--- src/rtl/tdpt_pkg.sv ---
// Shared types and constants for the trial-division prime test.
`timescale 1ns / 1ps
`default_nettype none
package tdpt_pkg;

  // Width of the candidate field on the input stream
  localparam int CAND_WIDTH = 16;
  // Result stream tdata width (is_prime padded to one byte)
  localparam int OUT_TDATA_W = 8;

  // Request into the shared remainder unit
  typedef struct packed {
    logic start;
  } rem_ctl_t;

  // Status back from the remainder unit
  typedef struct packed {
    logic busy;
    logic done;   // one-cycle pulse, remainder valid
    logic zero;   // remainder is zero (valid with done)
  } rem_sts_t;

endpackage
`default_nettype wire

--- src/rtl/tdpt_rem.sv ---
// Bit-serial restoring remainder unit: one dividend bit per cycle.
`timescale 1ns / 1ps
`default_nettype none
module tdpt_rem
  import tdpt_pkg::*;
#(
  parameter int W = 16
) (
  input  wire logic         clk,
  input  wire logic         rst_n,
  input  wire rem_ctl_t     ctl,
  input  wire logic [W-1:0] dividend,
  input  wire logic [W-1:0] divisor,
  output rem_sts_t          sts
);

  localparam int CW = (W > 1) ? $clog2(W) : 1;

  logic [W-1:0]  rem_r;
  logic [W-1:0]  rem_nxt;
  logic [W-1:0]  dvd_r;
  logic [W-1:0]  dsr_r;
  logic [CW-1:0] cnt_r;
  logic          busy_r;
  logic          done_r;
  logic [W:0]    trial;
  logic [W:0]    diff;

  // Shift next dividend bit in, subtract if it fits
  always_comb begin
    trial   = {rem_r, dvd_r[W-1]};
    diff    = trial - {1'b0, dsr_r};
    rem_nxt = diff[W] ? trial[W-1:0] : diff[W-1:0];
  end

  always_ff @(posedge clk) begin
    if (!rst_n) begin
      busy_r <= 1'b0;
      done_r <= 1'b0;
      cnt_r  <= '0;
    end else begin
      done_r <= 1'b0;
      if (ctl.start && !busy_r) begin
        busy_r <= 1'b1;
        cnt_r  <= CW'(W - 1);
      end else if (busy_r) begin
        cnt_r <= cnt_r - 1'b1;
        if (cnt_r == '0) begin
          busy_r <= 1'b0;
          done_r <= 1'b1;
        end
      end
    end
  end

  always_ff @(posedge clk) begin
    if (ctl.start && !busy_r) begin
      rem_r <= '0;
      dvd_r <= dividend;
      dsr_r <= divisor;
    end else if (busy_r) begin
      rem_r <= rem_nxt;
      dvd_r <= dvd_r << 1;
    end
  end

  assign sts = '{busy: busy_r, done: done_r, zero: (rem_r == '0)};

endmodule
`default_nettype wire

--- config.mk ---
export PLATFORM = sky130hd
export DESIGN_NAME = tdpt_rem
export DESIGN_NICKNAME = d
export VERILOG_FILES = /design/src/rtl/tdpt_pkg.sv /design/src/rtl/tdpt_rem.sv
export SDC_FILE = /design/constraint.sdc
export NUM_CORES = 1
export LEC_CHECK = 0
export BUFFER_PORTS_ARGS = -buffer_cell sky130_fd_sc_hd__clkbuf_2
export CORE_UTILIZATION = 40
export DETAILED_ROUTE_END_ITERATION = 16
export GPL_TIMING_DRIVEN = 0
export PLACE_DENSITY = 0.68
export SYNTH_ARGS = -nofsm -noshare
export SYNTH_HDL_FRONTEND = slang
export SYNTH_SLANG_ARGS = --single-unit
--- constraint.sdc ---
create_clock -name clk -period 2.61 [get_ports clk]
set_input_delay 0.261 -clock clk [delete_from_list [all_inputs] [get_ports clk]]
set_output_delay 0.261 -clock clk [all_outputs]
set_load 0.005 [all_outputs]
==> results.yml <==
grt:
  antenna_found_initial: 0
  grt_pass1_wl_mm: 10.1
  track_usage_pct: 15.6
  grt_max_degree: 26
  grt.overflow.total: 0
  grt_pass1_vias: 2212
die:
  die_w_um: 89.7
  die-area_um2: 8050
  initial_core_util_pct: 42.0
  ios: 38
  die_y_um: 89.7
  row_count: 31
  coreArea_um2: 7330
logic_synthesis:
  syn-num-nets: 324
  synthCells: 271
  ys_types: 53
  yosysSeqAreaShare_pct: 45.5
  synthFlopType: "edfxtp_1"
  synth_area_per_cell_um2: 11.4
  yosysWarnings: 0
  synth_area_um2: 3080
  ys_async_sr_fraction_pct: 0
  ys_seq_elements: 54
  synth_edf_count: 32
status:
  violations: "setup timing"
  run_status: "finished, violations left"
sta:
  slew_violations: 0
  setup_viol: 14
  min_period_over_period_pct: 105
  hold_slack_ns: 0.117
  fin_ws_ns: -0.143
  clock_skew_ns: 0.00810
  rsz0062_at_grt: "true"
  fmax_ghz: 0.363
  fin_crit_ns: 2.75
  hold_violations: 0
  worst_pin_slew_ns: 0.680
  max_slew_margin_pct: 54.7
route:
  dr.pass1.iters: 4
  ant_nets: 0
  wl_mm: 5.93
  vias_per_cell: 5.23
  drtIter0Drc: 123
  wl_per_cell_um: 14.0
  vias: 2209
  drc_errors: 0
clock_tree:
  clk_pin_slew_ns: 0.11
  root_buffer: "clkbuf_8"
  insertion_delay_ns: 0.31
  clock_path_buffers: 2
  clock-sinks: 54
  tritoncts: "yes"
  cts_buffers: 5
  h-tree-depth: 2
critical_path:
  arrival_ns: 2.96
  cp-startpoint: "dsr_r[0]"
  rrSetupSlack_ns: -0.14
  r2r_end: "rem_r[12]"
  cp_max_fo: 8
  cp-end-kind: "register"
  r2r-start: "dsr_r[0]"
  worstSetupEndpoint: "rem_r[12]"
  r2r_cells: 11
  criticalPathCategory: "reg2reg"
  start_kind: "register"
  critPathRequiredTime_ns: 2.82
run:
  max_cap_viol_count: 0
power:
  ir_drop_uv: 329
  power.leakage_nw: 1.58
  power_w: 0.00295
  power_density_nw_per_um2: 813
layout:
  post-route-util_pct: 49.6
  syn_to_final_growth_pct: 18.1
  fin_nets: 375
  antenna_cells: 0
  nFillCells: 668
  drive_gt1_share_pct: 31.3
  layout.cells.non_filler: 422
placement:
  place_inst: 406
  port_buffers: 36
  gp_congestion: 0.828
  preCtsSetupSlack_ns: -0.304
  hpwl_mm: 4.32
worst_hold_path:
  hp-class: "in2reg"
[worst min-delay path by stage]
stage / from / endpoint / slack [ns] / cells past startpoint
finish: divisor[1] / dsr_r[1] / 0.12 / 1
CTS: divisor[1] / dsr_r[1] / 0.10 / 1
global route: divisor[2] / dsr_r[2] / 0.1 / 1
detailed placement: divisor[12] / dsr_r[12] / 0.44 / 1
global placement: divisor[0] / dsr_r[0] / 0.44 / 1
floorplan: divisor[0] / dsr_r[0] / 0.36 / 0
[cell usage in the layout, fill, tap and decap left out, drive strengths merged, types with 5 or more instances in the layout]
master,n
nor3,6
xnor2,7
buf,14
a21oi,16
xor2,8
ha,17
edfxtp,32
inv,24
mux2,26
dfxtp,22
o21ai,12
clkbuf,45
nor2,7
nand2,18
a22o,13
o211ai,5
[cells in the mapped netlist, types with 2 or more instances]
master,n,area (um2)
nor2b_1,2,12.5
nor3_1,5,25.0
nand2_1,17,63.8
inv_1,22,82.6
o21a_1,3,22.5
xnor2_1,7,61.3
nor3b_1,2,15.0
o31ai_1,4,30.0
xor2_1,7,61.3
mux2_2,20,225
nor2_1,7,26.3
nand2b_1,4,25.0
ha_1,17,213
buf_4,2,15.0
clkbuf_1,4,15.0
o311a_1,2,20.0
nand3_1,4,20.0
o211ai_1,5,37.5
and4_1,2,17.5
and2_1,3,18.8
nor4_1,4,25.0
mux2_4,6,90.1
o21ai_0,11,55.1
a22o_1,13,114
a21o_1,2,15.0
edfxtp_1,32,961
a21oi_1,15,75.1
dfxtp_1,22,440
buf_6,2,22.5
mux2i_1,2,20.0
[through the flow]
stage,TNS (ns),area [um2]
2_1_floorplan,-0.128,3100
3_3_place_gp,-4.18,3400
3_5_place_dp,-2.90,3400
4_1_cts,-1.60,3600
5_1_grt,-3.12,3630
6_report,-1.62,3630
[routing by layer]
metal / routed length [um] / up-vias / global-route usage [%]
met3: 272 / 11 / 3.98
met2: 2760 / 47 / 26.2
met4: 106 / 0 / 4.78
met5: 0 / - / 0
met1: 2790 / 1049 / 19.6
li1: - / 1102 / -
[power by group]
part / switching [W] / internal (W) / leakage, nW
clock: 0.000301 / 0.000201 / 0.0506
combinational: 0.000599 / 0.000690 / 1.03
sequential: 0.000119 / 0.00104 / 0.494
[cell type report]
cell class | instances | area (um2) | share of cell area, %
Buffer | 11 | 87.6 | 2.41
Clock buffer | 5 | 68.8 | 1.89
Clock inverter | 3 | 28.8 | 0.792
Inverter | 22 | 82.6 | 2.27
Multi-Input combinational cell | 184 | 1580 | 43.5
Sequential cell | 54 | 1400 | 38.6
Tap cell | 99 | 124 | 3.41
Timing Repair Buffer | 44 | 260 | 7.16
[flip-flops by register name, summed over array words and instances, names as in the netlist]
name,flops
cnt_r,4
dvd_r,16
rem_r,16
done_r,1
dsr_r,16
busy_r,1
[timing repair]
action	CTS	global route
endpoints found under the hold margin	0	0
setup buffers	7	2
resized for setup	11	8
hold buffers	0	0
endpoints found under the setup margin	15	15
pin swaps	3	3
[critical path, stage by stage, from the launching register on]
cell      delay (ns)
edfxtp_1        0.42
ha_4            0.18
fa_2            0.33
nand2b_4        0.17
a21oi_4         0.20
o21ai_4         0.10
o311ai_4        0.23
buf_6           0.16
xor2_4          0.21
buf_12          0.17
mux2_4          0.29
a22o_1          0.18
[kinds of logic (layout without fill, tap and decap cells)]
logic type	Yosys count	after routing	share of synthesized area, %
adder cells (fa/ha/maj)	18	18	7.56
AO/OA/AOI/OAI	65	65	15.4
flip-flops	54	54	45.5
AND/OR/NAND/NOR	58	58	10.2
XOR/XNOR	15	15	4.88
multiplexers	28	28	10.9
buffers and inverters	33	85	5.49
Power figures use the tool's default switching activity.
